`src/stm_pkg.sv`:
```
// Package for the spherical texture mapping core: beat types, pipeline cell
// payloads, the arctangent table and the vector set-up function. No dependencies.
`timescale 1ns / 1ps

package stm_pkg;

  localparam int AngW = 34;
  localparam logic signed [AngW-1:0] HalfTurn = 34'sd2147483648;
  localparam int Prescale = 14;
  localparam int SqrtSteps = 16;

  typedef struct packed {
    logic signed [15:0] normal_x;
    logic signed [15:0] normal_y;
    logic signed [15:0] normal_z;
  } stm_in_t;

  typedef struct packed {
    logic [15:0] tex_u;
    logic [16:0] tex_v;
  } stm_out_t;

  // Payload of the square-root cells: the remainder and partial root for the
  // polar side, and the raw normal carried along for the azimuth side.
  typedef struct packed {
    logic signed [15:0] x;
    logic signed [15:0] y;
    logic signed [15:0] z;
    logic [31:0]        rem;
    logic [31:0]        root;
  } stm_root_t;

  typedef struct packed {
    logic signed [AngW-1:0] x;
    logic signed [AngW-1:0] y;
    logic signed [AngW-1:0] ang;
    logic                   zero;
  } stm_vec_t;

  typedef struct packed {
    stm_vec_t az;
    stm_vec_t pol;
  } stm_pair_t;

  // atan(2^-i) in units of 2^-32 of a full turn.
  function automatic logic signed [AngW-1:0] atan_turns(input int i);
    logic signed [AngW-1:0] r;
    case (i)
      0: r = 34'sd536870912;   1: r = 34'sd316933406;
      2: r = 34'sd167458907;   3: r = 34'sd85004756;
      4: r = 34'sd42667331;    5: r = 34'sd21354465;
      6: r = 34'sd10679838;    7: r = 34'sd5340245;
      8: r = 34'sd2670163;     9: r = 34'sd1335087;
      10: r = 34'sd667544;     11: r = 34'sd333772;
      12: r = 34'sd166886;     13: r = 34'sd83443;
      14: r = 34'sd41722;      15: r = 34'sd20861;
      16: r = 34'sd10430;      17: r = 34'sd5215;
      18: r = 34'sd2608;       19: r = 34'sd1304;
      20: r = 34'sd652;        21: r = 34'sd326;
      22: r = 34'sd163;        23: r = 34'sd81;
      24: r = 34'sd41;         25: r = 34'sd20;
      26: r = 34'sd10;         27: r = 34'sd5;
      28: r = 34'sd3;          29: r = 34'sd1;
      30: r = 34'sd1;
      default: r = '0;
    endcase
    return r;
  endfunction

  // Folds a left-half-plane vector into the right half and applies the
  // prescale ahead of the first micro-rotation. The inputs are one bit wider
  // than a normal component so that a square root of exactly one fits.
  function automatic stm_vec_t prep_vec(input logic signed [16:0] x,
                                        input logic signed [16:0] y);
    stm_vec_t v;
    logic signed [AngW-1:0] xe;
    logic signed [AngW-1:0] ye;
    xe = AngW'(x);
    ye = AngW'(y);
    v.zero = (x == 17'sd0) && (y == 17'sd0);
    if (x < 0) begin
      xe = -xe;
      ye = -ye;
      v.ang = HalfTurn;
    end else begin
      v.ang = '0;
    end
    v.x = xe <<< Prescale;
    v.y = ye <<< Prescale;
    return v;
  endfunction

endpackage

```
`src/stm_sqrt_cell.sv`:
```
// One digit step of the integer square root, two remainder bits per cell.
// Depends on stm_pkg.
`timescale 1ns / 1ps

module stm_sqrt_cell
  import stm_pkg::*;
#(
  parameter int STEP = 0
) (
  input  logic      clk,
  input  logic      rst,
  input  logic      en,
  input  logic      vin,
  input  stm_root_t din,
  output logic      vout,
  output stm_root_t dout
);

  localparam logic [31:0] Bit = 32'(1) << (2 * (SqrtSteps - 1 - STEP));

  stm_root_t dout_next;
  logic [31:0] trial;

  always_comb begin
    trial = din.root + Bit;
    dout_next = din;
    if (din.rem >= trial) begin
      dout_next.rem  = din.rem - trial;
      dout_next.root = (din.root >> 1) + Bit;
    end else begin
      dout_next.root = din.root >> 1;
    end
  end

  always_ff @(posedge clk) begin
    if (rst) begin
      vout <= 1'b0;
    end else if (en) begin
      vout <= vin;
    end
    if (en) begin
      dout <= dout_next;
    end
  end

endmodule

```
`config.mk`:
```
export PLATFORM = sky130hd
export DESIGN_NAME = stm_sqrt_cell
export DESIGN_NICKNAME = d
export VERILOG_FILES = /design/src/stm_pkg.sv /design/src/stm_sqrt_cell.sv
export SDC_FILE = /design/constraint.sdc
export NUM_CORES = 1
export LEC_CHECK = 0
export BUFFER_PORTS_ARGS = -buffer_cell sky130_fd_sc_hd__buf_2
export CAP_MARGIN = 20
export CORE_ASPECT_RATIO = 0.75
export CORE_UTILIZATION = 46
export CTS_BUF_LIST = sky130_fd_sc_hd__clkbuf_2
export CTS_CLUSTER_SIZE = 25
export DETAILED_ROUTE_END_ITERATION = 7
export PLACE_DENSITY = 0.89
export RECOVER_POWER = 25
export SYNTH_ARGS = -nofsm -noshare
export SYNTH_HDL_FRONTEND = slang
export SYNTH_SLANG_ARGS = --single-unit
```
`constraint.sdc`:
```
create_clock -name clk -period 2.6 [get_ports clk]
set_input_delay 0.52 -clock clk [delete_from_list [all_inputs] [get_ports clk]]
set_output_delay 0.52 -clock clk [all_outputs]
set_load 0.005 [all_outputs]
```
-- Yosys cells after proc, flatten, opt, wreduce, memory -nomap -nowiden
Index checks and enable logic that the tools add are counted.
- output and inout bits: 113
- bits of input ports: 116
- register bits: 113
- order comparisons: 1
- muxes and demuxes: 2
- add/subtract/negate cells: 3
- operator list (kind ; number):
    $add A31 B31 Y32 const B ; 1
    $add A32 B31 Y32 const B ; 1
    $ge A32 B32 Y1 ; 1
    $mux W32 ; 1
    $sub A32 B32 Y32 ; 1
    $mux W31 ; 1

-- Logic depth before layout (Yosys ltp)
Gate-level depths: netlist of the first run.
- depth in word-level cells: 3
- mapped depth: 13

-- Least setup slack after synthesis of the first run
OpenSTA, ideal clock, no wires.
- kind: input to register
- from: input port din[32] in the netlist's numbering
- to: register dout[53] in the netlist's numbering, data pin
- data required time: 2342 ps
- setup slack: -193 ps
- data arrival time: 2535 ps
- cell stages on the path: 13
- library setup time: 258 ps
- cell sequence: inv_1 ha_1 fa_1 nor2b_1 o31a_1 o31ai_4 a21o_2 o21ai_2 o21a_1 buf_6 buf_6 buf_6 a21oi_2
- RTL lines (item ; RTL line ; source):
    start, declared ; stm_sqrt_cell.sv:14 ; input stm_root_t din,
    end signal, assigned ; stm_sqrt_cell.sv:42 ; dout <= dout_next;
    end, declared ; stm_sqrt_cell.sv:16 ; output stm_root_t dout

==> results of run 1 <==
flip-flops by register name, indices dropped and copies added, names as in the netlist:
register and flops:
vout 1, dout 112
through the flow:
step / power (uW) / worst slack, ns / cell area (um2)
3_3_place_gp: 3480 / -0.536 / 7860
2_1_floorplan: 2910 / -0.0984 / 5840
3_5_place_dp: 3530 / -0.595 / 7860
5_1_grt: 5060 / -0.0716 / 8880
6_report: 4850 / -0.0125 / 8890
4_1_cts: 4830 / 0.0152 / 8810
repair_timing:
item | 4_1_cts | 5_1_grt
setup buffers | 0 | 0
resized for setup | 0 | 6
endpoints found under the hold margin | 71 | 6
hold buffers | 71 | 6
setup endpoints to repair | 0 | 27
cell usage after synthesis (2+ instances only):
cell type    n
nor3_1       6
nor2b_1      2
o21a_1       9
ha_1        32
o22ai_1      2
o21ai_0     18
o21ai_1      7
buf_4        3
nand2_1     25
or2_2        2
o21bai_1     5
a21boi_0     2
a31oi_1      3
a21oi_1     35
a21o_1      11
clkbuf_1     3
and4_1       3
o31ai_1      7
mux2_1       3
o211ai_1     2
xor2_1       8
a211oi_1     4
buf_2        3
a21oi_2     12
and3_1       5
or3_1        2
nor2_1      48
inv_1       41
a221o_1      2
nand4_1      5
buf_6        3
xnor2_1     12
o21ai_2      3
edfxtp_1   112
nor4_1       2
nand3_1      5
o31a_1       3
cell usage in the layout (no fill, tap or decap), types with 4 or more instances in the layout:
master / n
o21ai_0: 16
o21a_1: 8
buf_4: 99
a21oi_2: 13
nand2_1: 25
nor3_1: 4
o21ai_1: 9
a21o_1: 11
clkbuf_2: 18
o31ai_1: 7
nor2_1: 47
ha_1: 29
a211oi_1: 4
clkbuf_1: 15
inv_1: 39
clkinv_4: 5
edfxtp_1: 112
nand4_1: 5
buf_2: 213
dlygate4sd3_1: 77
xor2_1: 8
nand3_1: 5
a21oi_1: 33
o21bai_1: 5
xnor2_1: 12
and3_1: 5
worst min path at each step:
stage,from,end
global placement,vout$_SDFFE_PP0P_,vout$_SDFFE_PP0P_
finish,vin,vout$_SDFFE_PP0P_
CTS,din[20],dout[19]$_DFFE_PP_
detailed placement,vout$_SDFFE_PP0P_,vout$_SDFFE_PP0P_
global route,vin,vout$_SDFFE_PP0P_
floorplan,vout$_SDFFE_PP0P_,vout$_SDFFE_PP0P_
cell type report:
| class | instances | area, um2 | area share (%) |
|---|---|---|---|
| timing repair buffer | 405 | 2660 | 29.9 |
| clock inverter | 14 | 158 | 1.77 |
| sequential | 113 | 3380 | 38.1 |
| multi-input combinational | 307 | 2230 | 25.1 |
| inverter | 42 | 165 | 1.86 |
| antenna | 2 | 5.00 | 0.0563 |
| tap | 162 | 203 | 2.28 |
| clock buffer | 18 | 90.1 | 1.01 |
metal layers:
metal / global-route usage, % / up-vias
met4: 8.78 / 0
li1: - / 2596
met5: 0 / -
met1: 33.8 / 2604
met3: 7.00 / 29
met2: 48.8 / 249
critical path: cells and delay by family:
kind            cells  cell delay [ns]
compound gates      5             0.73
fa+ha+maj           1             0.32
buf+inv             5             0.92
simple gates        2             0.54
cell families (layout without fill, tap and decap cells):
| group | after synthesis | count (layout) | synth area share [%] |
|---|---|---|---|
| AOI/OAI and AO/OA | 137 | 137 | 16.3 |
| xor gates and xnor gates | 20 | 20 | 3.04 |
| adders and majority gates | 33 | 33 | 7.31 |
| buffers and inverters | 54 | 479 | 4.17 |
| DFF | 113 | 113 | 58.8 |
| muxes | 5 | 5 | 0.957 |
| other | 0 | 2 | 0 |
| and+or+nand+nor | 112 | 112 | 9.39 |
power breakdown:
| group | switching (uW) | total, uW | internal, uW |
|---|---|---|---|
| Combinational | 663 | 1340 | 673 |
| Clock | 773 | 1230 | 458 |
| Sequential | 55.5 | 2280 | 2220 |
==> key figures, run 1 <==
Clock tree
  • CTS H-tree depth: 4
  • Clk slew on worst S/H paths: 0.19 ns
  • Clock root cell: clkbuf_2
  • Clk buf depth: 2
  • Clk sinks: 113
  • Clock Latency Late Sink: 0.67 ns
  • CTS Buf Count: 17
  • TritonCTS clock tree: yes

Worst setup path
  • R2R depth: 2
  • Critical path origin: din[26]
  • Worst EP arrival: 3.04 ns
  • Crit start category: primary input
  • Reg2reg setup slack: 1.96 ns
  • CP required: 3.02 ns
  • Worst Setup End Kind: flop
  • CP max stage cell: dlygate4sd3_1
  • Setup CP Type: in -> reg
  • CP peak stage delay: 0.52 ns
  • Reg-to-reg endpoint: vout$_SDFFE_PP0P_
  • Crit path to: dout[42]$_DFFE_PP_
  • Crit-path max FO: 11
  • Crit-path cells: dlygate4sd3_1 -> buf_2 -> inv_1 -> ha_1 -> inv_2 -> o21bai_1 -> a21oi_2 -> o21ai_1 -> or3_1 -> o21a_4 -> buf_4 -> nor2_1 -> a21oi_1
  • Worst r2r src: vout$_SDFFE_PP0P_

Timing
  • Setup TNS: -0.0130 ns
  • Final Hold Fails: 0
  • Final Setup Violations: 2
  • Least-Margin Pin Slew: 2.44 ns
  • Minimum clock period: 2.61 ns
  • Setup slack after layout: -0.0125 ns
  • Worst Hold Slack: 0.0844 ns
  • Unrepaired setup endpoints after global routing: true
  • Setup Skew: 0 ns
  • Period utilisation layout: 100%
  • Max Slew Vio Count: 40
  • Slew margin rel.: -63.0%
  • Max Freq: 383 MHz

Global route
  • Pin count of the biggest net entering global routing: 43
  • Overflow after GRT: 0
  • Vias in the first global route: 5411
  • Initial antenna violation count: 1
  • First-pass GRT wire length: 27.6 mm
  • Overall routing resource usage: 27.8%

Job
  • Maximum Capacitance Violations: 1

Die
  • Core Area: 11900 um2
  • Die height: 98.9 um
  • Starting Density: 48.5%
  • # IOs: 229
  • Die width: 131 um
  • Rows: 34
  • Die area: 13000 um2

Logic synthesis
  • Synth Warn #: 0
  • Synth area leaders: edfxtp_1 (58%), ha_1 (7.0%), nor2_1 (3.1%)
  • Distinct cells, synth: 61
  • FF+latch count, synth: 113
  • Async S/R FF share, synth: 0%
  • EDFF count, synth: 112
  • Main synth FF type: edfxtp_1
  • Synthesized Nets: 623
  • Post-synth top area share: 58.4%
  • Largest area contributor in the netlist: edfxtp_1
  • Cells after Synth: 474
  • Register area share after synthesis: 58.8%
  • Average size of a mapped cell: 12.1 um2
  • Syn Std Cell Area: 5750 um2

Cells and area
  • Final Non-Filler Cells: 1063
  • Fin nets: 1035
  • Fin util: 74.9%
  • Layout cell share with drive strength beyond 1: 43.3%
  • Fillers: 816
  • Area growth syn-to-layout: 54.4%

Placed design
  • Port bufs: 228
  • Inst Count DP: 952
  • Hpwl dp: 12.8 mm
  • Gpl congestion: 0.882

Route
  • Iter 0 DRT Violations: 384
  • Top Layer Used: met4
  • Wl on met1: 7.36 mm
  • Initial DRT Pass Iterations: 5
  • Vias per std cell: 5.15
  • Drt wl/cell: 17.2 um
  • DR WL met2: 9.23 mm
  • # DRC: 0
  • Post-route ant nets: 0
  • Met3 routed WL: 1.36 mm
  • WL final: 18.2 mm
  • Via Count: 5478

Power
  • PwrDens: 545 nW/um2
  • Leakage: 0.00401 uW
  • Maximum vdd ir drop: 343 uV

Outcome
  • Failing checks: capacitance limit, slew limit, setup timing
  • Outcome: complete, but fails checks

Min path
  • Hold Crit Class: in -> reg
  • Worst Hold Depth: 3
(Power assumes the default switching activity.)
==> inputs of run 2 (changes only) <==
CORE_MARGIN = 10   (was not set)
CTS_CLUSTER_SIZE = not set   (was 25)
SETUP_SLACK_MARGIN = 0.2   (was not set)
==> key figures, run 2 (synthesized netlist as in run 1, its figures left out) <==
Outcome
  • Outcome: complete, but fails checks
  • Failing checks: capacitance limit, slew limit

Worst setup path
  • CP peak stage delay: 0.36 ns (-0.16 ns)
  • Setup CP Type: in -> reg
  • Critical path buffers and inverters: 2 (-3)
  • CP required: 3.02 ns (about the same)
  • Crit-path max FO: 4 (-7)
  • CP max stage cell: clkbuf_1
  • Reg2reg setup slack: 1.98 ns (+0.02 ns)
  • Crit path to: dout[57]$_DFFE_PP_
  • Stages on worst setup path: 11 (-2)
  • R2R depth: 2 (unchanged)
  • Critical path origin: din[1]
  • Crit start category: primary input
  • CP top delay family: compound AO/OA/AOI/OAI gates
  • Reg-to-reg endpoint: vout$_SDFFE_PP0P_
  • Crit path top cell by count: o31a_1
  • Crit-path cells: clkbuf_1 -> inv_12 -> ha_4 -> nor2b_4 -> o31a_1 -> o31a_1 -> o21ai_2 -> nand2_1 -> a221o_1 -> xor2_1 -> mux2_2
  • Worst Setup End Kind: flop
  • Worst EP arrival: 2.87 ns (-0.17 ns)
  • Worst r2r src: vout$_SDFFE_PP0P_

Global route
  • Overall routing resource usage: 23.2% (-4.6 points)
  • Pin count of the biggest net entering global routing: 42 (-2.3%)
  • Overflow after GRT: 0 (unchanged)
  • Vias in the first global route: 5490 (+1.5%)
  • Initial antenna violation count: 2 (+1)
  • First-pass GRT wire length: 30.9 mm (+12%)

Min path
  • Worst Hold Depth: 1 (-2)
  • Hold Crit Class: in -> reg

Cells and area
  • Post-route cell area: 8970 um2 (+0.92%)
  • Area growth syn-to-layout: 55.9%
  • Max FFs per register: 112 (unchanged)
  • Final Non-Filler Cells: 1065 (+0.19%)
  • Fillers: 849 (+4.0%)
  • Commonest non-fill, non-tap cell in the layout: buf_2
  • Fin nets: 1031 (-0.39%)
  • Top reg by flops: dout
  • Layout cell share with drive strength beyond 1: 44.6% (+1.3 points)
  • Highest-count cells in the layout ignoring fill and taps: buf_2 (216), edfxtp_1 (112), buf_4 (95), dlygate4sd3_1 (74), nor2_1 (47)
  • Largest regs: dout x112, vout x1

Clock tree
  • Clock Latency Late Sink: 0.65 ns (-0.02 ns)
  • Clock root cell: clkbuf_2
  • CTS H-tree depth: 4 (unchanged)
  • Clk buf depth: 2 (unchanged)
  • CTS Buf Count: 17 (unchanged)
  • Clk slew on worst S/H paths: 0.20 ns (about the same)
  • TritonCTS clock tree: yes
  • Clk sinks: 113 (unchanged)

Die
  • Starting Density: 46.9% (-1.6 points)
  • Die area: 17400 um2 (+34%)
  • Die height: 117 um (+18%)
  • Rows: 35 (+2.9%)
  • Die width: 149 um (+14%)
  • # IOs: 229 (unchanged)
  • Core Area: 12300 um2 (+3.3%)

Placed design
  • DP Area: 7980 um2 (+1.6%)
  • Gpl congestion: 0.902 (+2.2%)
  • Inst Count DP: 953 (+0.11%)
  • Setup WS pre-CTS: -0.456 ns (+0.139 ns)
  • Port bufs: 228 (unchanged)
  • Hpwl dp: 14.7 mm (+15%)

Route
  • Via Count: 5428 (-0.91%)
  • # DRC: 0 (unchanged)
  • Initial DRT Pass Iterations: 7 (+2)
  • Iter 0 DRT Violations: 401 (+4.4%)
  • Vias per std cell: 5.10 (-1.1%)
  • WL final: 20.9 mm (+15%)
  • Drt wl/cell: 19.6 um (+14%)
  • Post-route ant nets: 0 (unchanged)

Power
  • Leakage: 0.00401 uW (about the same)
  • Maximum vdd ir drop: 292 uV (-15%)
  • PwrDens: 535 nW/um2 (-1.8%)

Timing
  • Setup slack after layout: 0.149 ns (+0.162 ns)
  • Slew margin rel.: -45.6% (+17 points)
  • Period utilisation layout: 94.3% (-6.2 points)
  • Final Setup Violations: 0 (-2)
  • Max Freq: 408 MHz (+6.6%)
  • Least-Margin Pin Slew: 2.18 ns (-0.261 ns)
  • Minimum clock period: 2.45 ns (-0.162 ns)
  • Setup Skew: 0 ns (unchanged)
  • Final Hold Fails: 0 (unchanged)
  • Unrepaired setup endpoints after global routing: true
  • Max Slew Vio Count: 38 (-5.0%)

Job
  • Maximum Capacitance Violations: 1 (unchanged)
## run 2: cell count changes in the layout (fill, tap and decap cells not counted), sizes merged
cell	delta
clkbuf	-3
dlygate4sd3	-3
clkinv	+2
diode	+2
buf	+1
bufinv	-1
## run 2: through the flow
stage	setup TNS [ns]	hold slack (ns)	utilization (%)	power [uW]
after detailed placement	-11.91	0.523	65.1	3590
after floorplan	-1.37	0.485	-	2940
after CTS	0	0.00140	72.8	4780
after global routing	0	0.0137	73.1	5050
final	0	0.0867	73.1	4800
after global placement	-10.29	0.475	65.1	3550
## run 2: report_power, final
group	total, uW	switching, uW	internal (uW)
clock	1120	766	353
sequential	2280	56.6	2220
combinational	1400	701	700
total	4800	1520	3280
## run 2: area by class of cell
| class | count | area, um2 | area share, % |
|---|---|---|---|
| diodes | 4 | 10.0 | 0.112 |
| clock inverters | 15 | 136 | 1.52 |
| multi-input cells | 307 | 2320 | 25.9 |
| well taps | 166 | 208 | 2.32 |
| repair buffers | 401 | 2650 | 29.5 |
| inverters | 42 | 183 | 2.04 |
| flip-flops and latches | 113 | 3380 | 37.7 |
| clock buffers | 17 | 85.1 | 0.949 |
## run 2: repair_timing
action                     in CTS  in global routing
setup endpoints to repair       0                 25
gates resized for setup         0                  4
buffers inserted                0                  2
hold endpoints to repair       72                  2
hold buffers                   72                  2
## run 2: how the worst min path moves through the flow
| stage | from | to | slack, ns |
|---|---|---|---|
| detailed placement | vout$_SDFFE_PP0P_ | vout$_SDFFE_PP0P_ | 0.52 |
| global route | din[19] | dout[18]$_DFFE_PP_ | 0.01 |
| finish | din[19] | dout[18]$_DFFE_PP_ | 0.09 |
| CTS | din[20] | dout[19]$_DFFE_PP_ | 0.001 |
| global placement | vout$_SDFFE_PP0P_ | vout$_SDFFE_PP0P_ | 0.47 |
| floorplan | vout$_SDFFE_PP0P_ | vout$_SDFFE_PP0P_ | 0.48 |
## run 2: routing by layer
metal | GRT usage, % | up-vias | part of all wire [%] | routed length, um
met4 | 5.81 | 0 | 1.5 | 306
met1 | 27.4 | 2544 | 41 | 8510
met2 | 39.6 | 266 | 49 | 10200
met5 | 0 | - | 0 | 0
li1 | - | 2592 | - | -
met3 | 8.26 | 26 | 9.2 | 1930
