### config.mk
export PLATFORM = sky130hd
export DESIGN_NAME = stm_cordic_cell
export DESIGN_NICKNAME = d
export VERILOG_FILES = /design/src/stm_pkg.sv /design/src/stm_cordic_cell.sv
export SDC_FILE = /design/constraint.sdc
export NUM_CORES = 1
export LEC_CHECK = 0
export ABC_AREA = 0
export CORE_AREA = 4 4 196 198
export CTS_CLUSTER_SIZE = 10
export DETAILED_ROUTE_END_ITERATION = 7
export DIE_AREA = 0 0 200 202
export DONT_BUFFER_PORTS = 1
export PLACE_DENSITY = 0.67
export REMOVE_ABC_BUFFERS = 1
export SLEW_MARGIN = 20
export SYNTH_ARGS = -nofsm -noshare
export SYNTH_HDL_FRONTEND = slang
export SYNTH_SLANG_ARGS = --single-unit
### constraint.sdc
create_clock -name clk -period 2.88 [get_ports clk]
set_input_delay 0.288 -clock clk [delete_from_list [all_inputs] [get_ports clk]]
set_output_delay 0.288 -clock clk [all_outputs]
set_load 0.05 [all_outputs]
### src/stm_pkg.sv
// Package for the spherical texture mapping core: beat types, pipeline cell
// payloads, the arctangent table and the vector set-up function. No dependencies.
`timescale 1ns / 1ps

package stm_pkg;

  localparam int AngW = 34;
  localparam logic signed [AngW-1:0] HalfTurn = 34'sd2147483648;
  localparam int Prescale = 14;
  localparam int SqrtSteps = 16;

  typedef struct packed {
    logic signed [15:0] normal_x;
    logic signed [15:0] normal_y;
    logic signed [15:0] normal_z;
  } stm_in_t;

  typedef struct packed {
    logic [15:0] tex_u;
    logic [16:0] tex_v;
  } stm_out_t;

  // Payload of the square-root cells: the remainder and partial root for the
  // polar side, and the raw normal carried along for the azimuth side.
  typedef struct packed {
    logic signed [15:0] x;
    logic signed [15:0] y;
    logic signed [15:0] z;
    logic [31:0]        rem;
    logic [31:0]        root;
  } stm_root_t;

  typedef struct packed {
    logic signed [AngW-1:0] x;
    logic signed [AngW-1:0] y;
    logic signed [AngW-1:0] ang;
    logic                   zero;
  } stm_vec_t;

  typedef struct packed {
    stm_vec_t az;
    stm_vec_t pol;
  } stm_pair_t;

  // atan(2^-i) in units of 2^-32 of a full turn.
  function automatic logic signed [AngW-1:0] atan_turns(input int i);
    logic signed [AngW-1:0] r;
    case (i)
      0: r = 34'sd536870912;   1: r = 34'sd316933406;
      2: r = 34'sd167458907;   3: r = 34'sd85004756;
      4: r = 34'sd42667331;    5: r = 34'sd21354465;
      6: r = 34'sd10679838;    7: r = 34'sd5340245;
      8: r = 34'sd2670163;     9: r = 34'sd1335087;
      10: r = 34'sd667544;     11: r = 34'sd333772;
      12: r = 34'sd166886;     13: r = 34'sd83443;
      14: r = 34'sd41722;      15: r = 34'sd20861;
      16: r = 34'sd10430;      17: r = 34'sd5215;
      18: r = 34'sd2608;       19: r = 34'sd1304;
      20: r = 34'sd652;        21: r = 34'sd326;
      22: r = 34'sd163;        23: r = 34'sd81;
      24: r = 34'sd41;         25: r = 34'sd20;
      26: r = 34'sd10;         27: r = 34'sd5;
      28: r = 34'sd3;          29: r = 34'sd1;
      30: r = 34'sd1;
      default: r = '0;
    endcase
    return r;
  endfunction

  // Folds a left-half-plane vector into the right half and applies the
  // prescale ahead of the first micro-rotation. The inputs are one bit wider
  // than a normal component so that a square root of exactly one fits.
  function automatic stm_vec_t prep_vec(input logic signed [16:0] x,
                                        input logic signed [16:0] y);
    stm_vec_t v;
    logic signed [AngW-1:0] xe;
    logic signed [AngW-1:0] ye;
    xe = AngW'(x);
    ye = AngW'(y);
    v.zero = (x == 17'sd0) && (y == 17'sd0);
    if (x < 0) begin
      xe = -xe;
      ye = -ye;
      v.ang = HalfTurn;
    end else begin
      v.ang = '0;
    end
    v.x = xe <<< Prescale;
    v.y = ye <<< Prescale;
    return v;
  endfunction

endpackage

### src/stm_cordic_cell.sv
// One CORDIC vectoring micro-rotation, applied to the azimuth and the polar
// vectors side by side. Depends on stm_pkg.
`timescale 1ns / 1ps

module stm_cordic_cell
  import stm_pkg::*;
#(
  parameter int SHIFT = 0
) (
  input  logic      clk,
  input  logic      rst,
  input  logic      en,
  input  logic      vin,
  input  stm_pair_t din,
  output logic      vout,
  output stm_pair_t dout
);

  localparam logic signed [AngW-1:0] Atan = atan_turns(SHIFT);

  function automatic stm_vec_t rotate(input stm_vec_t a);
    stm_vec_t r;
    logic signed [AngW-1:0] xs;
    logic signed [AngW-1:0] ys;
    xs = a.x >>> SHIFT;
    ys = a.y >>> SHIFT;
    r = a;
    if (a.y > 0) begin
      r.x   = a.x + ys;
      r.y   = a.y - xs;
      r.ang = a.ang + Atan;
    end else begin
      r.x   = a.x - ys;
      r.y   = a.y + xs;
      r.ang = a.ang - Atan;
    end
    return r;
  endfunction

  always_ff @(posedge clk) begin
    if (rst) begin
      vout <= 1'b0;
    end else if (en) begin
      vout <= vin;
    end
    if (en) begin
      dout.az  <= rotate(din.az);
      dout.pol <= rotate(din.pol);
    end
  end

endmodule

======== Yosys cells after proc, flatten, opt, wreduce, memory -nomap -nowiden ========
Index checks and enable logic that the tools add are counted.
word-level totals
  register bits ........................... 207
  output and inout port bits .............. 207
operators by class
  add/sub/neg operators ................... 10
  $lt $le $gt $ge ......................... 2
  mux-type cells .......................... 2
operator list
  kind                    number
  $mux 102                2
  $sub 34x34->34          4
  $add 34x31->34 const B  2
  $add 34x34->34          2
  $gt 34x1->1 const B     2
  $sub 34x31->34 const B  2

======== Longest topological paths before layout ========
Gate-level depths: netlist of run 1.
  depth in word-level cells ............... 2
  depth in mapped cells ................... 13

======== Worst setup path before layout of run 1 ========
Ideal clock, no wire load.
  kind .................................... input to register
  start point ............................. input port din[163] (netlist bit)
  end point ............................... register dout[137] (netlist bit) (data pin)
  data arrival time ....................... 2.748 ns
  required time ........................... 2.613 ns
  slack ................................... -0.135 ns
  stages .................................. 13
  buffers on the path ..................... 3
  path through ............................ nor4_1 -> nand4_1 -> nor2_1 -> a21oi_1 -> inv_1 -> clkbuf_1 -> buf_1 -> buf_1 -> ha_1 -> a21o_1 -> a21oi_1 -> xnor2_1 -> xnor2_1
on the way
  word-level cells in the longest chain between the ends .. 2
ends and longest elaborated chain
  what                line                   text
  start: declaration  stm_cordic_cell.sv:14  input stm_pair_t din,
  $gt 34x1->1         stm_cordic_cell.sv:28  if (a.y > 0) begin
  $mux 102            stm_cordic_cell.sv:28
  end: declaration    stm_cordic_cell.sv:16  output stm_pair_t dout
Every way passes these cells.
A chain may end at the register's enable or synchronous reset.

======== Worst setup path in the final report of run 1 ========
  start point ............................. input port din[35] (netlist bit)
  end point ............................... register dout[95] (netlist bit) (data pin)
on the way
  word-level cells in the longest chain between the ends .. 2
  elaborated cells on any way between the ends .. 4
  classes of those cells .................. add/sub (2); order compare (1); mux (1)
ends and longest elaborated chain
  what                                    line                   text
  $sub 34x34->34 (tied with other cells)  stm_cordic_cell.sv:33  r.x = a.x - ys;
  $mux 102 *                              stm_cordic_cell.sv:28
Mark *: on every way between the ends. The rest lies on a longest branch, timed or not.

==> results_dict.tcl, run 1 <==
set metrics [dict create \
    path_clk_slew_ps 60 \
    hpwl_mm 51.5 \
    ys_warn_count 0 \
    grt_max_degree 206 \
    maxCapViolCount 0 \
    r2r_cells 3 \
    grt_pass1_vias 16536 \
    dr.pass1.iters 7 \
    cts_root_buffer "clkbuf_16" \
    synth_cells 2035 \
    die_y_microns 202 \
    intPower_mw 7.12 \
    final_util_pct 60.3 \
    synth-seq-cells 205 \
    final_cell_mix "buf_4, a21oi_1, ha_1" \
    final_max_slew_viol_count 0 \
    vias 16751 \
    timing.slew.headroom_pct 40.9 \
    worstSetupPathType "input port to flip-flop" \
    endpoint_kind "flip-flop" \
    whs_endpoint "dout[75]$_DFFE_PP_" \
    regToRegEndpoint "vout$_SDFFE_PP0P_" \
    min-delay-start "en" \
    setup_viol 0 \
    async_flop_share_pct 0 \
    clock-sinks 205 \
    fin_area_sq_um 22000 \
    skew_ps 0 \
    comb_power_share_pct 28.5 \
    cts_htree_levels 1 \
    design.die.area_sq_um 40400 \
    clock_latency_ps 540 \
    antenna_found_initial 0 \
    hold_viol 45 \
    synth_top_family_by_area "compound AO/OA/AOI/OAI gates" \
    holdWs_ps -142 \
    port_buffers 0 \
    grt_pass1_wl_mm 96.1 \
    pin_count 417 \
    p_total_mw 12.0 \
    fp-row-count 70 \
    avgSynthCellArea_sq_um 8.89 \
    drtIter0Drc 1328 \
    synth_edf_count 204 \
    pwr-share-seq_pct 46.9 \
    synth_mux_area_share_pct 1.72 \
    grt_overflow 0 \
    violations "negative hold slack" \
    grt_setup_unrepaired "true" \
    final_layout_size_suffix_gt1_share_pct 15.3 \
    area_delta_synth_final_pct 21.8 \
    cts_buffers 25 \
    avgRoutedWirePerCell_microns 22.9 \
    die_x_microns 200 \
    layout.nets 2760 \
    yosys.area_share.simple_pct 12.8 \
    reg2reg_from "vout$_SDFFE_PP0P_" \
    wl_mm 64.6 \
    regToRegSetupSlack_ps 1320 \
    period_needed_ps 2760 \
    grt_use_total_pct 30.4 \
    ir_worst_vdd_mv 0.392 \
    drc 0 \
    ys_types 84 \
    clock_path_buffers 3 \
    place_congestion 0.981 \
    syn-cell-area_sq_um 18100 \
    final_common_cell "buf_4" \
    required_ps 3170 \
    final.setup.tns_ps 0 \
    diodes 0 \
    path_max_fanout 4 \
    worstMarginPinSlew_ps 888 \
    critPathArrivalTime_ps 3050 \
    synth_ff_type "edfxtp_1" \
    fmax_ghz 0.362 \
    synth-compound-area-share_pct 23.3 \
    power.density_nw_per_um2 543 \
    setup.worst_path.start_class "input port" \
    place_area_sq_um 20600 \
    status "complete, but fails checks" \
    cts_tree "built" \
    ant_nets 0 \
    synth-adder-area-share_pct 15.1 \
    fin_crit_sh_pct 95.9 \
    switching_share_pct 40.5 \
    start_util_pct 49.5 \
    p_leak_nw 9.53 \
    ys_seq_area_share_pct 34.0 \
    hold_depth 0 \
    viasPerCell 5.94 \
    hold_class "input port to flip-flop" \
    synth_xor_area_share_pct 6.68 \
    switching_power_mw 4.84 \
    clkPwrFrac_pct 24.6 \
    core_sq_um 36500 \
]
-- metrics by stage --
| step | hold slack (ps) | setup slack (ps) | cells |
|---|---|---|---|
| 3_3_place_gp | 362 | -541 | 2708 |
| 5_1_grt | -160 | -0.559 | 2820 |
| 4_1_cts | -165 | 4.31 | 2818 |
| 6_report | -142 | 118 | 2820 |
| 3_5_place_dp | 364 | -575 | 2708 |
| 2_1_floorplan | 360 | -3900 | 1943 |
-- cells in the mapped netlist, types with 7 or more instances --
master | number | area (sq um)
xor2_1 | 23 | 201
nor2b_1 | 24 | 150
o21a_1 | 21 | 158
buf_1 | 23 | 86.3
or3_1 | 7 | 43.8
fa_1 | 8 | 160
nand2b_1 | 15 | 93.8
nor3_1 | 47 | 235
a21o_1 | 53 | 398
or2_2 | 8 | 50.1
and3_1 | 7 | 43.8
a21boi_0 | 7 | 52.6
o211ai_1 | 19 | 143
buf_2 | 7 | 35.0
xnor2_1 | 115 | 1010
ha_1 | 206 | 2580
clkbuf_1 | 58 | 218
a41oi_1 | 7 | 61.3
o31ai_1 | 20 | 150
a211oi_1 | 19 | 143
nand3_1 | 24 | 120
inv_1 | 202 | 758
o31a_1 | 8 | 70.1
nor4_1 | 27 | 169
nand3b_1 | 10 | 75.1
nand2_1 | 107 | 402
nand4_1 | 26 | 163
a21oi_1 | 236 | 1180
a31oi_1 | 17 | 106
nor2_1 | 151 | 567
mux2i_1 | 30 | 300
o21ai_0 | 142 | 711
edfxtp_1 | 204 | 6130
and2_1 | 11 | 68.8
o21bai_1 | 45 | 338
-- layout make-up --
cell class | instances | area (sq um)
Sequential cell | 205 | 6150
Clock inverter | 6 | 66.3
Fill cell | 3210 | 14500
Inverter | 207 | 777
Clock buffer | 37 | 671
Multi-Input combinational cell | 1531 | 10800
Tap cell | 468 | 586
Timing Repair Buffer | 366 | 2960
-- what timing repair did --
item,4_1_cts,5_1_grt
hold buffers,67,1
endpoints found under the setup margin,0,10
endpoints found under the hold margin,270,51
buffers inserted,0,1
gates resized for setup,0,3
-- registers in the layout, indices dropped and copies added (netlist names) --
register	count
vout	1
dout	204
-- layer usage --
| metal | GRT usage [%] | vias to the layer above | part of all wire [%] | routed length (microns) |
|---|---|---|---|---|
| met2 | 52.3 | 747 | 49 | 31600 |
| met5 | 0 | - | 0 | 0 |
| met1 | 37.7 | 7929 | 39 | 25100 |
| li1 | - | 7932 | - | - |
| met3 | 6.68 | 143 | 8.5 | 5530 |
| met4 | 10.3 | 0 | 3.7 | 2410 |
-- how the worst max path moves through the flow --
| stage | from | end | slack (ps) |
|---|---|---|---|
| after detailed placement | din[35] | dout[95]$_DFFE_PP_ | -580 |
| after global routing | din[35] | dout[95]$_DFFE_PP_ | -0.6 |
| after global placement | din[35] | dout[95]$_DFFE_PP_ | -540 |
| after floorplan | din[169] | dout[137]$_DFFE_PP_ | -3900 |
| final | din[35] | dout[95]$_DFFE_PP_ | 120 |
| after CTS | din[35] | dout[95]$_DFFE_PP_ | 4 |
-- power by group through the flow --
stage | clock network, mW | logic (mW) | registers [mW]
after detailed placement | 0 | 3.24 | 5.67
after floorplan | 0 | 1.99 | 5.52
after global routing | 3.15 | 3.71 | 5.64
after global placement | 0 | 3.22 | 5.67
after CTS | 3.01 | 3.34 | 5.62
final | 2.94 | 3.41 | 5.61
-- critical path, stage by stage --
cell      delay (ps)
ha_1             200
fa_1             390
nor2b_1          170
o311ai_2         290
a21oi_2          140
a221oi_4         400
buf_4            180
o211ai_1         170
buf_4            200
a21o_1           170
a21oi_1          170
o21ai_0          130
xnor2_1          150
-- kinds of logic after synthesis --
kind of cell | after synthesis
simple gates | 480
xor+xnor | 138
fa+ha+maj | 214
flops | 205
buf+inv | 299
compound gates | 668
mux | 31
(Power assumes the default switching activity.)
==> run 2, diff against run 1 <==
CORE_AREA = 4 4 233 235   (was 4 4 196 198)
DIE_AREA = 0 0 237 239   (was 0 0 200 202)
PLACE_DENSITY = not set   (was 0.67)
==> run 2 against run 1 <==
The run still ends with negative hold slack left; sequential cell count unchanged; utilization shrank 16 points; register-to-register slack improved by 90 ps; critical path depth up 1; clock power rose by 13%; worst setup slack improved by 60 ps; sequential power is essentially flat; first-iteration DRC count is 16% higher; clock skew stayed put; highest routed layer is now met5; sequential share of layout area shrank 1.0 points; non-clock buffer count rose by 60; clock-buffer cell count up 5.
==> results_dict.tcl, run 2 (synthesis results as in run 1) <==
set metrics [dict create \
    holdWs_ps -154 \
    final_common_cell "buf_4" \
    cts_root_buffer "clkbuf_16" \
    area_delta_synth_final_pct 26.6 \
    path_max_fanout 4 \
    hold_class "input port to flip-flop" \
    vias 16913 \
    diodes 0 \
    r2r_cells 3 \
    largest_reg_flops 204 \
    worstMarginPinSlew_ps 927 \
    fin_cells 3106 \
    grt_max_degree 206 \
    cp_slowest_cell "fa_1" \
    start_util_pct 34.6 \
    fin_ws_ps 178 \
    reg_top3 "dout: 204 flops, vout: 1 flops" \
    final_layout_size_suffix_gt1_share_pct 17.5 \
    final_cell_mix "buf_4, a21oi_1, ha_1" \
    cp_num_cells 14 \
    dp_cells 2985 \
    fmax_ghz 0.370 \
    fp-row-count 84 \
    clock_latency_ps 570 \
    drc 0 \
    crit_top_cell "buf_4" \
    cts_buffers 27 \
    endpoint_kind "flip-flop" \
    hpwl_mm 56.1 \
    place_congestion 0.954 \
    design.die.area_sq_um 56600 \
    skew_ps 0 \
    grt_use_total_pct 23.0 \
    pre_cts_ws_ps -451 \
    wl_mm 69.0 \
    final_util_pct 43.8 \
    setup.worst_path.start_class "input port" \
    power.density_nw_per_um2 546 \
    place_area_sq_um 21300 \
    avgRoutedWirePerCell_microns 22.2 \
    hold_viol 19 \
    cts_tree "built" \
    grt_pass1_vias 17048 \
    port_buffers 0 \
    status "complete, but fails checks" \
    clock_path_buffers 3 \
    ant_nets 0 \
    critPathArrivalTime_ps 3030 \
    worstSetupPathType "input port to flip-flop" \
    die_x_microns 237 \
    violations "negative hold slack" \
    drtIter0Drc 1541 \
    pin_count 417 \
    p_leak_nw 9.87 \
    holdBufCountCts 70 \
    grt_setup_unrepaired "false" \
    clock-sinks 205 \
    final.setup.tns_ps 0 \
    crit_buf_inv 3 \
    final_max_slew_viol_count 0 \
    largest_register "dout" \
    fin_area_sq_um 22900 \
    slowest_delay_ps 410 \
    cts_htree_levels 1 \
    required_ps 3210 \
    cp_cell_sequence "ha_1, fa_1, nor2b_1, o21ai_1, a21oi_2, a2111oi_4, buf_4, nor2_1, o21ai_0, buf_4, o31a_1, o311ai_0, xnor2_1, buf_4" \
    maxCapViolCount 0 \
    core_sq_um 52200 \
    die_y_microns 239 \
    hold_depth 0 \
    antenna_found_initial 1 \
    period_needed_ps 2700 \
    viasPerCell 5.45 \
    crit_family "compound AO/OA/AOI/OAI gates" \
    path_clk_slew_ps 60 \
    regToRegSetupSlack_ps 1410 \
    dr.pass1.iters 5 \
    setup_viol 0 \
    grt_pass1_wl_mm 103 \
    fillers 5091 \
    p_total_mw 12.5 \
    ir_worst_vdd_mv 0.445 \
    grt_overflow 0 \
    layout.nets 2822 \
    timing.slew.headroom_pct 38.3 \
    fin_crit_sh_pct 93.8 \
]
[run 2: cell types whose count changed in the layout (fill, tap and decap cells not counted), sizes merged]
cell         change
clkbuf           +5
bufinv           +1
dlygate4sd3      +3
inv              +1
clkinv           -1
buf             +57
[run 2: repair_timing]
item,CTS,global route
endpoints found under the setup margin,0,7
endpoints found under the hold margin,273,150
resized for setup,0,4
buffers inserted,0,2
[run 2: path summary, 6_finish.rpt]
| check | startpoint | to |
|---|---|---|
| worst min register to register | vout$_SDFFE_PP0P_ | vout$_SDFFE_PP0P_ |
| worst min-delay path | en | dout[66]$_DFFE_PP_ |
| worst max register to register | vout$_SDFFE_PP0P_ | vout$_SDFFE_PP0P_ |
| worst max-delay path | din[138] | dout[170]$_DFFE_PP_ |
[run 2: power by group]
part / leakage, nW / switching [mW] / internal (mW) / total, mW
logic: 7.45 / 1.91 / 1.62 / 3.53
registers: 2.00 / 1.73 / 3.89 / 5.63
clock network: 0.414 / 1.35 / 1.97 / 3.33
[run 2: cell type report]
cell class	count	area [sq um]	area share [%]
clock inverter	7	103	0.448
sequential	205	6150	26.8
timing repair buffer	426	3420	15.0
clock buffer	42	752	3.28
multi-input combinational	1531	10800	47.3
inverter	207	777	3.39
tap	688	861	3.76
[run 2: metal layers]
layer,share of wire [%],vias to the layer above,wire length [microns],GRT usage (%)
met3,8.0,88,5550,5.96
met5,0.014,-,10,0
met2,49,595,33600,39.9
met1,41,8176,28100,28.6
li1,-,8052,-,-
met4,2.4,2,1690,5.86
==> run 3, diff against run 2 <==
CTS_BUF_LIST = sky130_fd_sc_hd__clkbuf_8   (was not set)
clock period = 2.99 ns   (was 2.88 ns; I/O delays follow)
==> run 3 against run 2 <==
The flow still finishes with violations (negative hold slack); register-to-register slack better by 70 ps; routed wire length rose by 0.26%; global-route usage grew 0.35 points; worst hold slack worse by 22 ps; clock-buffer cell count is 1 higher; power fell by 4.9%; critical path type unchanged; largest power group unchanged.
==> results_dict.tcl, run 3 (synthesis results as in run 1) <==
set metrics [dict create \
    fin_area_sq_um 22600 \
    grt_max_degree 206 \
    fmax_ghz 0.340 \
    hold_viol 101 \
    seq_area_sq_um 6150 \
    fin_ws_ps 47.8 \
    worstSetupPathType "input port to flip-flop" \
    clock_latency_ps 580 \
    violations "negative hold slack" \
    design.die.area_sq_um 56600 \
    grt_overflow 0 \
    antenna_found_initial 3 \
    die_y_microns 239 \
    pre_cts_ws_ps -405 \
    core_sq_um 52200 \
    fp-row-count 84 \
    cts_buffers 41 \
    viasPerCell 5.47 \
    path_max_fanout 4 \
    port_buffers 0 \
    cts_tree "built" \
    place_area_sq_um 20900 \
    drtIter0Drc 1304 \
    place_congestion 0.956 \
    ant_nets 0 \
    start_util_pct 34.6 \
    critPathArrivalTime_ps 3270 \
    path_clk_slew_ps 80 \
    maxCapViolCount 0 \
    hpwl_mm 55.7 \
    vias 16882 \
    p_total_mw 11.9 \
    fillers 5134 \
    worstMarginPinSlew_ps 904 \
    final_common_cell "buf_4" \
    dp_cells 2936 \
    setup_viol 0 \
    pin_count 417 \
    cts_root_buffer "clkbuf_8" \
    area_delta_synth_final_pct 24.9 \
    largest_reg_flops 204 \
    final_layout_size_suffix_gt1_share_pct 16.6 \
    wl_mm 69.2 \
    status "complete, but fails checks" \
    multi_input_area_sq_um 10800 \
    cp_slowest_cell "o41ai_1" \
    slowest_delay_ps 700 \
    die_x_microns 237 \
    regToRegSetupSlack_ps 1480 \
    grt_use_total_pct 23.3 \
    avgRoutedWirePerCell_microns 22.4 \
    fin_crit_sh_pct 98.4 \
    power.density_nw_per_um2 526 \
    hold_class "input port to flip-flop" \
    largest_register "dout" \
    endpoint_kind "flip-flop" \
    holdWs_ps -175 \
    timing.slew.headroom_pct 39.9 \
    clock-sinks 205 \
    grt_pass1_wl_mm 103 \
    dr.pass1.iters 6 \
    drc 0 \
    p_leak_nw 9.73 \
    final_max_slew_viol_count 0 \
    final_cell_mix "buf_4, a21oi_1, inv_1" \
    skew_ps 0 \
    setup.worst_path.start_class "input port" \
    reg_top3 "dout: 204 flops, vout: 1 flops" \
    layout.nets 2791 \
    period_needed_ps 2940 \
    fin_cells 3086 \
    grt_pass1_vias 17192 \
    grt_setup_unrepaired "false" \
    cts_htree_levels 2 \
    holdBufCountCts 76 \
    clock_path_buffers 3 \
    ir_worst_vdd_mv 0.320 \
    cp_cell_sequence "inv_1, ha_1, fa_1, nor2b_1, o21ai_0, a21o_1, a21oi_1, a31oi_1, o41ai_1, buf_4, a211o_1, o21ai_1, xnor2_1" \
    required_ps 3320 \
]
-- run 3: changes by cell type in the layout (fill, tap and decap cells not counted), sizes merged --
| cell | delta |
|---|---|
| clkinv | +9 |
| dlygate4sd3 | +6 |
| clkbuf | +1 |
| clkinvlp | +1 |
| bufinv | +3 |
| buf | -51 |
| inv | +10 |
| diode | +1 |
-- run 3: power by group --
| group | switching, mW | internal, mW |
|---|---|---|
| logic | 1.82 | 1.50 |
| registers | 1.67 | 3.75 |
| clock network | 1.36 | 1.78 |
| total | 4.85 | 7.03 |
-- run 3: repair_timing --
action / 4_1_cts / 5_1_grt
endpoints found under the setup margin: 0 / 5
hold endpoints to repair: 277 / 204
resized for setup: 0 / 5
setup buffers: 0 / 0
-- run 3: routing by layer --
metal / track usage (%) / vias to the layer above / routed length [microns]
li1: - / 7985 / -
met1: 27.5 / 7965 / 26600
met2: 38.9 / 768 / 32600
met3: 8.20 / 160 / 6750
met4: 9.87 / 4 / 3200
met5: 0 / - / 34
-- run 3: path summary, 6_finish.rpt --
check,from,endpoint,depth (start not counted)
worst max-delay path,din[138],dout[164]$_DFFE_PP_,13
worst min-delay path,en,dout[93]$_DFFE_PP_,0
worst max register to register,vout$_SDFFE_PP0P_,vout$_SDFFE_PP0P_,3
worst min register to register,vout$_SDFFE_PP0P_,vout$_SDFFE_PP0P_,3
-- run 3: final cells by class --
type                    instances  area share [%]
multi-input cells            1531            48.0
flip-flops and latches        205            27.2
repair buffers                381            13.7
well taps                     688            3.81
inverters                     207            3.44
clock buffers                  43            2.62
clock inverters                30            1.20
diodes                          1          0.0111
-- run 3: per-stage QoR --
step / util (%) / TNS [ps] / hold slack [ps]
detailed placement: 40.1 / -10440 / 377
CTS: 43.2 / 0 / -248
floorplan: - / -265120 / 371
finish: 43.2 / 0 / -175
global route: 43.2 / 0 / -249
global placement: 40.1 / -8290 / 376
-- run 3: worst max-delay path: cells and delay by family --
family	cells	cell delay (ps)
adder cells (fa/ha/maj)	2	620
AND/OR/NAND/NOR	1	150
AO/OA/AOI/OAI	7	1780
buffers and inverters	2	280
XOR/XNOR	1	130
